==> config.mk <==
export PLATFORM = sky130hd
export DESIGN_NAME = block_extent_coalescer_unit
export DESIGN_NICKNAME = d
export VERILOG_FILES = /design/src/rtl/bec_pkg.sv /design/src/rtl/bec_chs_div.sv /design/src/rtl/block_extent_coalescer_unit.sv
export SDC_FILE = /design/constraint.sdc
export NUM_CORES = 1
export LEC_CHECK = 0
export BUFFER_PORTS_ARGS = -buffer_cell sky130_fd_sc_hd__buf_2
export CAP_MARGIN = 20
export CORE_MARGIN = 3
export CORE_UTILIZATION = 45
export DETAILED_ROUTE_END_ITERATION = 10
export GPL_TIMING_DRIVEN = 1
export PLACE_DENSITY = 0.7
export SYNTH_ARGS = -nofsm -noshare
export SYNTH_HDL_FRONTEND = slang
export SYNTH_SLANG_ARGS = --single-unit
==> constraint.sdc <==
create_clock -name clk -period 11.8 [get_ports clk]
set_input_delay 2.36 -clock clk [delete_from_list [all_inputs] [get_ports clk]]
set_output_delay 2.36 -clock clk [all_outputs]
set_load 0.02 [all_outputs]
==> src/rtl/bec_pkg.sv <==
// Shared types and constants of the block extent coalescer.
`timescale 1ns / 1ps
package bec_pkg;

  // Layout codes held in the layout_type register.
  localparam logic [2:0] LAYOUT_SCSI        = 3'd0;
  localparam logic [2:0] LAYOUT_FBA         = 3'd1;
  localparam logic [2:0] LAYOUT_DIAG        = 3'd2;
  localparam logic [2:0] LAYOUT_ECKD        = 3'd3;
  localparam logic [2:0] LAYOUT_ECKD_COMPAT = 3'd4;

  // Configuration register indexes.
  localparam logic [1:0] CFG_LAYOUT      = 2'd0;
  localparam logic [1:0] CFG_HEADS       = 2'd1;
  localparam logic [1:0] CFG_SECTORS     = 2'd2;
  localparam logic [1:0] CFG_BLOCK_SIZE  = 2'd3;

  // Limits on the extra-block count of one extent.
  localparam logic [15:0] LIMIT_SCSI  = 16'hFFFF;
  localparam logic [15:0] LIMIT_OTHER = 16'd255;

  // Width of the packed result item on the master side.
  localparam int OUT_TDATA_W = 136;

  // Status of the serial CHS divider.
  typedef struct packed {
    logic busy;
    logic done;
  } div_stat_t;

  // Result of the serial CHS divider.
  typedef struct packed {
    logic [31:0] cyl;
    logic [15:0] head;
    logic [15:0] rem;
  } div_res_t;

endpackage

==> src/rtl/bec_chs_div.sv <==
// Bit-serial chained divider that splits a block number into cylinder, head and sector.
`timescale 1ns / 1ps
module bec_chs_div #(
  parameter int BW = 32
) (
  input  logic               clk,
  input  logic               rst,
  input  logic               start,
  input  logic [BW-1:0]      dividend,
  input  logic [15:0]        spt,
  input  logic [15:0]        hpc,
  output bec_pkg::div_stat_t stat,
  output bec_pkg::div_res_t  res
);
  import bec_pkg::*;

  localparam int CW = $clog2(BW + 1);

  logic [BW-1:0] dvd;
  logic [BW-1:0] quo;
  logic [15:0]   rem1;
  logic [15:0]   rem2;
  logic [CW-1:0] cnt;
  logic          busy;
  logic          done;

  logic [16:0] t1;
  logic [16:0] t2;
  logic        ge1;
  logic        ge2;
  logic [15:0] rem1_next;
  logic [15:0] rem2_next;

  // The first stage divides by sectors per track. Each quotient bit it yields
  // is the next dividend bit of the second stage, which divides by heads.
  always_comb begin
    t1        = {rem1, dvd[BW-1]};
    ge1       = (t1 >= {1'b0, spt});
    rem1_next = ge1 ? 16'(t1 - {1'b0, spt}) : t1[15:0];
    t2        = {rem2, ge1};
    ge2       = (t2 >= {1'b0, hpc});
    rem2_next = ge2 ? 16'(t2 - {1'b0, hpc}) : t2[15:0];
  end

  // One dividend bit per cycle, most significant first.
  always_ff @(posedge clk) begin
    if (rst) begin
      busy <= 1'b0;
      done <= 1'b0;
      cnt  <= '0;
    end else begin
      done <= !start && busy && (cnt == CW'(1));
      if (start) begin
        busy <= 1'b1;
        cnt  <= CW'(BW);
        dvd  <= dividend;
        rem1 <= '0;
        rem2 <= '0;
      end else if (busy) begin
        dvd  <= dvd << 1;
        quo  <= {quo[BW-2:0], ge2};
        rem1 <= rem1_next;
        rem2 <= rem2_next;
        cnt  <= cnt - CW'(1);
        if (cnt == CW'(1)) begin
          busy <= 1'b0;
        end
      end
    end
  end

  assign stat.busy = busy;
  assign stat.done = done;
  assign res.cyl   = 32'(quo);
  assign res.head  = rem2;
  assign res.rem   = rem1;

endmodule

==> src/rtl/block_extent_coalescer_unit.sv <==
// Top level: maps block numbers to block pointers and merges them into extents.
//
//  channel   direction  handshake                    payload
//  s_*       in         s_tvalid / s_tready          s_tdata = block_number, s_tlast = last_block
//  m_*       out        m_tvalid / m_tready          m_tdata = extent fields, m_tlast = final_extent
//  cfg_*     in         cfg_we (no wait)             cfg_index, cfg_data
//
// A linear-layout item or a CHS hole passes through the decide, close and flush steps:
// s_tready drops at acceptance and rises again when the block returns to idle.
// A CHS item first waits in the divide step for the bit-serial divider, which works
// through the block number (at most 32 bits) and produces one quotient bit a cycle.
// rst is synchronous and clears the configuration to its defaults and drops
// any pending extent. A stall on m_tready holds the block in its emit steps
// only; the last result of an item may still wait in the output register
// while the next item is accepted.
`timescale 1ns / 1ps
module block_extent_coalescer_unit #(
  parameter int BLOCK_NUMBER_BITS = 32
) (
  input  logic         clk,
  input  logic         rst,
  // block_number [31:0]
  input  logic [31:0]  s_tdata,
  input  logic         s_tlast,
  input  logic         s_tvalid,
  output logic         s_tready,
  // start_block [31:0], cylinder [63:32], track_head [79:64], sector [95:80],
  // extent_size [112:96], extra_blocks [128:113], zero fill [135:129]
  output logic [bec_pkg::OUT_TDATA_W-1:0] m_tdata,
  output logic         m_tlast,
  output logic         m_tvalid,
  input  logic         m_tready,
  input  logic         cfg_we,
  input  logic [1:0]   cfg_index,
  input  logic [16:0]  cfg_data
);
  import bec_pkg::*;

  localparam int BW = (BLOCK_NUMBER_BITS < 32) ? BLOCK_NUMBER_BITS : 32;

  typedef enum logic [4:0] {
    S_IDLE   = 5'b00001,
    S_DIV    = 5'b00010,
    S_DECIDE = 5'b00100,
    S_CLOSE  = 5'b01000,
    S_FLUSH  = 5'b10000
  } state_t;

  state_t state;

  // Configuration registers.
  logic [2:0]  layout_type;
  logic [15:0] heads_per_cylinder;
  logic [15:0] sectors_per_track;
  logic [16:0] block_size;

  // Current item and its block pointer.
  logic [BW-1:0] b;
  logic          last;
  logic [31:0]   n_start;
  logic [31:0]   n_cyl;
  logic [15:0]   n_head;
  logic [15:0]   n_sec;

  // Pending extent.
  logic        pending_valid;
  logic [31:0] pending_start;
  logic [31:0] pending_cylinder;
  logic [15:0] pending_head;
  logic [15:0] pending_sector;
  logic [15:0] pending_count;

  // Extent closed by the current item, waiting for the output register.
  logic [31:0] closed_start;
  logic [31:0] closed_cyl;
  logic [15:0] closed_head;
  logic [15:0] closed_sec;
  logic [15:0] closed_count;
  logic        have_closed;
  logic        flush;

  logic [BW-1:0] b_in;
  logic          in_chs;
  logic          is_chs;
  logic [15:0]   spt_eff;
  logic [15:0]   hpc_eff;
  logic          div_start;
  div_stat_t     dstat;
  div_res_t      dres;
  logic          out_free;
  logic          load_out;
  logic          below_limit;
  logic          merge;
  logic [32:0]   lin_next;
  logic [16:0]   sec_next;
  logic          pend_zero;

  assign b_in     = s_tdata[BW-1:0];
  assign is_chs   = (layout_type == LAYOUT_ECKD) || (layout_type == LAYOUT_ECKD_COMPAT);
  assign in_chs   = is_chs && (b_in != '0);
  assign spt_eff  = (sectors_per_track == '0) ? 16'd1 : sectors_per_track;
  assign hpc_eff  = (heads_per_cylinder == '0) ? 16'd1 : heads_per_cylinder;
  assign s_tready = (state == S_IDLE);
  assign div_start = s_tvalid && s_tready && in_chs;
  assign out_free = !m_tvalid || m_tready;
  assign load_out = out_free && (((state == S_CLOSE) && have_closed) ||
                                 ((state == S_FLUSH) && flush));

  bec_chs_div #(
    .BW (BW)
  ) u_div (
    .clk      (clk),
    .rst      (rst),
    .start    (div_start),
    .dividend (b_in),
    .spt      (spt_eff),
    .hpc      (hpc_eff),
    .stat     (dstat),
    .res      (dres)
  );

  // Merge test against the pending extent.
  always_comb begin
    lin_next    = 33'(pending_start) + 33'(pending_count) + 33'd1;
    sec_next    = 17'(pending_sector) + 17'(pending_count) + 17'd1;
    pend_zero   = (pending_cylinder == '0) && (pending_head == '0) && (pending_sector == '0);
    below_limit = (layout_type == LAYOUT_SCSI) ? (pending_count != LIMIT_SCSI)
                                               : (pending_count < LIMIT_OTHER);
    merge = 1'b0;
    if (pending_valid && below_limit) begin
      if ((layout_type == LAYOUT_SCSI) || (layout_type == LAYOUT_FBA)) begin
        merge = (pending_start != '0) && (b != '0) && (lin_next == 33'(b));
      end else if (is_chs) begin
        merge = !pend_zero && (b != '0) && (pending_cylinder == n_cyl) &&
                (pending_head == n_head) && (sec_next == 17'(n_sec));
      end
    end
  end

  // Configuration writes.
  always_ff @(posedge clk) begin
    if (rst) begin
      layout_type        <= LAYOUT_SCSI;
      heads_per_cylinder <= 16'd15;
      sectors_per_track  <= 16'd12;
      block_size         <= 17'd4096;
    end else if (cfg_we) begin
      case (cfg_index)
        CFG_LAYOUT:     layout_type        <= cfg_data[2:0];
        CFG_HEADS:      heads_per_cylinder <= cfg_data[15:0];
        CFG_SECTORS:    sectors_per_track  <= cfg_data[15:0];
        CFG_BLOCK_SIZE: block_size         <= cfg_data;
        default:        ;
      endcase
    end
  end

  // Output valid: set when an extent is loaded, cleared once it is taken.
  always_ff @(posedge clk) begin
    if (rst) begin
      m_tvalid <= 1'b0;
    end else if (load_out) begin
      m_tvalid <= 1'b1;
    end else if (m_tready) begin
      m_tvalid <= 1'b0;
    end
  end

  // Item sequencer, pending extent and output register.
  always_ff @(posedge clk) begin
    if (rst) begin
      state            <= S_IDLE;
      pending_valid    <= 1'b0;
      pending_start    <= '0;
      pending_cylinder <= '0;
      pending_head     <= '0;
      pending_sector   <= '0;
      pending_count    <= '0;
      have_closed      <= 1'b0;
      flush            <= 1'b0;
    end else begin
      case (state)
        S_IDLE: begin
          if (s_tvalid) begin
            b       <= b_in;
            last    <= s_tlast;
            n_start <= is_chs ? 32'd0 : 32'(b_in);
            n_cyl   <= '0;
            n_head  <= '0;
            n_sec   <= '0;
            state   <= in_chs ? S_DIV : S_DECIDE;
          end
        end
        S_DIV: begin
          if (dstat.done) begin
            n_cyl  <= dres.cyl;
            n_head <= dres.head;
            n_sec  <= dres.rem + 16'd1;
            state  <= S_DECIDE;
          end
        end
        S_DECIDE: begin
          closed_start <= pending_start;
          closed_cyl   <= pending_cylinder;
          closed_head  <= pending_head;
          closed_sec   <= pending_sector;
          closed_count <= pending_count;
          have_closed  <= pending_valid && !merge;
          flush        <= last;
          if (merge) begin
            pending_count <= pending_count + 16'd1;
          end else begin
            pending_valid    <= 1'b1;
            pending_start    <= n_start;
            pending_cylinder <= n_cyl;
            pending_head     <= n_head;
            pending_sector   <= n_sec;
            pending_count    <= '0;
          end
          state <= S_CLOSE;
        end
        S_CLOSE: begin
          if (!have_closed) begin
            state <= S_FLUSH;
          end else if (out_free) begin
            m_tlast  <= 1'b0;
            m_tdata  <= {7'd0, closed_count, block_size, closed_sec, closed_head,
                         closed_cyl, closed_start};
            state    <= S_FLUSH;
          end
        end
        S_FLUSH: begin
          if (!flush) begin
            state <= S_IDLE;
          end else if (out_free) begin
            m_tlast          <= 1'b1;
            m_tdata          <= {7'd0, pending_count, block_size, pending_sector,
                                 pending_head, pending_cylinder, pending_start};
            pending_valid    <= 1'b0;
            pending_start    <= '0;
            pending_cylinder <= '0;
            pending_head     <= '0;
            pending_sector   <= '0;
            pending_count    <= '0;
            state            <= S_IDLE;
          end
        end
        default: state <= S_IDLE;
      endcase
    end
  end

  // The divider runs only while the sequencer waits for it.
  a_div_only_in_div: assert property (@(posedge clk) disable iff (rst)
    dstat.busy |-> (state == S_DIV))
    else $error("divider busy outside the divide step");

  // A new item is never taken while the divider still works.
  a_no_accept_busy: assert property (@(posedge clk) disable iff (rst)
    s_tready |-> !dstat.busy)
    else $error("item accepted while divider busy");

  // A flushed extent leaves nothing pending.
  a_flush_clears: assert property (@(posedge clk) disable iff (rst)
    (state == S_FLUSH && flush && out_free) |=> !pending_valid)
    else $error("pending extent survived a flush");

  // The decision step always hands over to emission.
  a_decide_to_close: assert property (@(posedge clk) disable iff (rst)
    (state == S_DECIDE) |=> (state == S_CLOSE))
    else $error("decision step did not advance to emission");

endmodule

==> run metrics <==
status=finished, final reports clean; fill count=5655; register bit total from synthesis=648; Slew Limit Headroom=0.266; top cells by area, synth=edfxtp_1 (47%), dfxtp_1 (12%), nand2_1 (8.6%), mux2i_1 (4.2%), ha_1 (2.9%); Post-Route Setup TNS=0 ns; die height=263 um; Syn Area/Cell=11.0 um2; Async SR Flop Fraction=0; flop-to-flop setup slack=6.00 ns; crit path time final=5.80 ns; Initial Utilization=0.458; final core occ=0.519; initial antenna violation count=2; Final Hold Vio Count=0; Post-CTS Setup Inserts=0; CTS tree=built; Mapped Area=29700 um2; Top FF cell, synth=edfxtp_1; row cnt=93; Clk pin slew, worst setup/hold paths=0.06 ns; Tcrit/Tclk final=0.492; Chip Width=263 um; core area=64800 um2; CP Capture Type=register; final instance area=33700 um2; vias in the first global route=20413; Clock Skews=0.0208 ns; DP Cell Count=3659; R2R Path End=u_div.rem2[5]$_SDFFCE_PP0P_; Starting DRT DRC Count=1971; most frequent cell after synthesis=nand2_1; TritonRoute pass-1 iters=6; FF/Latch Area=17600 um2; ratio of cells with drive above 1 in the final layout=0.126; DR DRC count=0; Via density=5.59; CTS buffer count=69; final antenna-violating net count=0; wire per inst=20.4 um; most frequent cells after synthesis=nand2_1 (676), edfxtp_1 (467), dfxtp_1 (181); Worst Setup Path Type=reg -> reg; Post-Synth Simple-Gate Area=0.180; Clock Sinks=648; post-route insts no fill=3790; port bufs=188; overall power=5.54 mW; synth unique cells=76; cell count of the worst reg-to-reg path=24; global-route wire length before repair=119000 um; leak pwr=12.4 nW; Synthesis Warnings=0; # IOs=196; htree depth=3; DRT Wirelength=77200 um; GRT overflow=0; dpl hpwl=55000 um; GR Util All Layers=0.219; post-CTS sizing=0; arrival time at the worst endpoint=6.13 ns; largest family of logic cells by synthesized area=simple AND/OR/NAND/NOR gates; die area=69100 um2; fin nets=3006; register area share after synthesis=0.595; xor-xnor portion of the synthesized cell area=0.0413; area of the multi-input gates=11300 um2; crit start category=register; RSZ-0062 raised after global routing=false; Syn Inst Count=2709; worst endpoint required time=12.13 ns; Post-DP Area=31400 um2; Cell Pwr Density=164 nW/um2; largest net degree at the start of global routing=90; # setup viols final=0; Crit Reg-Reg Startpoint=sectors_per_track[7]$_SDFFE_PP0P_; Worst Hold Depth=0; Post-Synth Adder-Cell Area=0.0314; worst hold path class=reg -> reg; Clock Root Buffer=clkbuf_16; number of synthesized flops with an enable pin=467; max-capacitance violation count=0; mux contribution to synthesized area=0.0540; worst hold endpoint=m_tdata[109]$_DFFE_PP_; Skew-Pair Late Insertion Delay=0.62 ns; Hold Buf Count CTS=0; Max Clk Rate=0.172 GHz; worst slew pin tran=1.10 ns; Max clock buf depth=3; area share of the largest cell type after synthesis=0.473; Synth-to-Final Area Change=13.4%; Worst VDD drop=0.112 mV; via count=21170; compound-gate portion of the synthesized area=0.0710; Hold Crit Start=block_size[13]$_SDFFE_PP0P_; CP max FO=20; Final Max Slew Viols=0; Placer Congestion=0.916; post-synth top area cell=edfxtp_1
[metrics by stage]
stage	hold slack (ns)	worst slack [ns]
final	0.428	6.00
after global routing	0.433	5.56
after CTS	0.429	6.06
after detailed placement	0.415	5.79
after global placement	0.411	5.93
after floorplan	0.403	2.98
[worst max path at each step]
stage / startpoint / endpoint / slack, ns / cells past startpoint
6_report: sectors_per_track[7]$_SDFFE_PP0P_ / u_div.rem2[5]$_SDFFCE_PP0P_ / 6.00 / 24
5_1_grt: sectors_per_track[7]$_SDFFE_PP0P_ / u_div.rem2[6]$_SDFFCE_PP0P_ / 5.56 / 24
4_1_cts: sectors_per_track[7]$_SDFFE_PP0P_ / u_div.rem2[1]$_SDFFCE_PP0P_ / 6.06 / 24
3_5_place_dp: rst / m_tdata[45]$_DFFE_PP_ / 5.79 / 6
3_3_place_gp: rst / m_tdata[48]$_DFFE_PP_ / 5.93 / 6
2_1_floorplan: rst / m_tdata[0]$_DFFE_PP_ / 2.98 / 6
[layer usage]
metal | global-route usage | wire length (um) | share of wire
met1 | 0.323 | 35400 | 0.46
met5 | 0 | 12 | 0.00016
met2 | 0.331 | 34300 | 0.44
met4 | 0.0652 | 1710 | 0.022
met3 | 0.0374 | 5790 | 0.075
[layout by cell type (no fill, tap or decap), types with 16 or more instances in the layout]
cell type	netlist	layout
ha_1	68	68
edfxtp_1	467	467
clkbuf_1	96	19
a211oi_1	16	16
xor2_1	54	54
a21oi_1	109	107
nor4_1	67	67
a31oi_1	16	16
nor2b_1	16	16
buf_2	5	187
mux2_2	32	32
mux2i_1	124	124
xnor2_1	86	86
and3_1	23	23
or3_1	16	16
nand2_1	676	676
nand4_1	33	33
and2_1	89	89
nor3_1	42	40
clkbuf_16	0	69
a21o_1	21	21
nor2_1	116	109
inv_1	66	65
nand3_1	48	48
o21ai_0	51	51
buf_4	8	25
dfxtp_1	181	181
[worst max-delay path: stages (launching register included)]
cell and delay (ns):
dfxtp_1 0.32, nor4_1 0.32, a41o_1 0.23, ha_1 0.18, nor2b_1 0.05, o21ai_0 0.16, nand2b_1 0.11, a21o_1 0.20
a31o_2 0.28, a211oi_1 0.28, nor3_1 0.13, nor3_2 0.17, buf_4 0.31, ha_1 0.25, nor2b_1 0.05, o21ai_0 0.13
nand2b_1 0.10, a21o_1 0.20, a31o_2 0.27, a41oi_1 0.27, a21oi_1 0.18, a211oi_1 0.63, inv_2 0.35, mux2i_1 0.25
nor2_1 0.06
[layout make-up]
cell class / instances / area share
diodes: 2 / 0.000149
multi-input cells: 1877 / 0.336
repair buffers: 213 / 0.0335
well taps: 855 / 0.0318
flip-flops and latches: 648 / 0.524
inverters: 68 / 0.00762
clock buffers: 93 / 0.0555
clock inverters: 34 / 0.0110
[cells by family (layout without fill, tap and decap cells)]
family          Yosys count  in the layout
compound gates          324            324
xor+xnor                140            140
fa+ha+maj                72             72
buf+inv                 190            408
flops                   648            648
mux                     156            156
other cells               1              9
simple gates           1178           1178
[where the power goes]
group / switching, mW / internal, mW / total (mW)
clock network: 0.898 / 1.24 / 2.14
logic: 0.387 / 0.239 / 0.627
registers: 0.155 / 2.62 / 2.77
total: 1.44 / 4.10 / 5.54
[registers in the layout, summed over array words and instances, names as in the netlist, 17 cells and up]
name              flops
m_tdata             129
pending_cylinder     32
u_div.dvd            32
b                    32
n_cyl                32
closed_start         32
block_size           17
u_div.quo            32
n_start              32
closed_cyl           32
pending_start        32
Note: power is estimated with default switching activity, not from simulation.
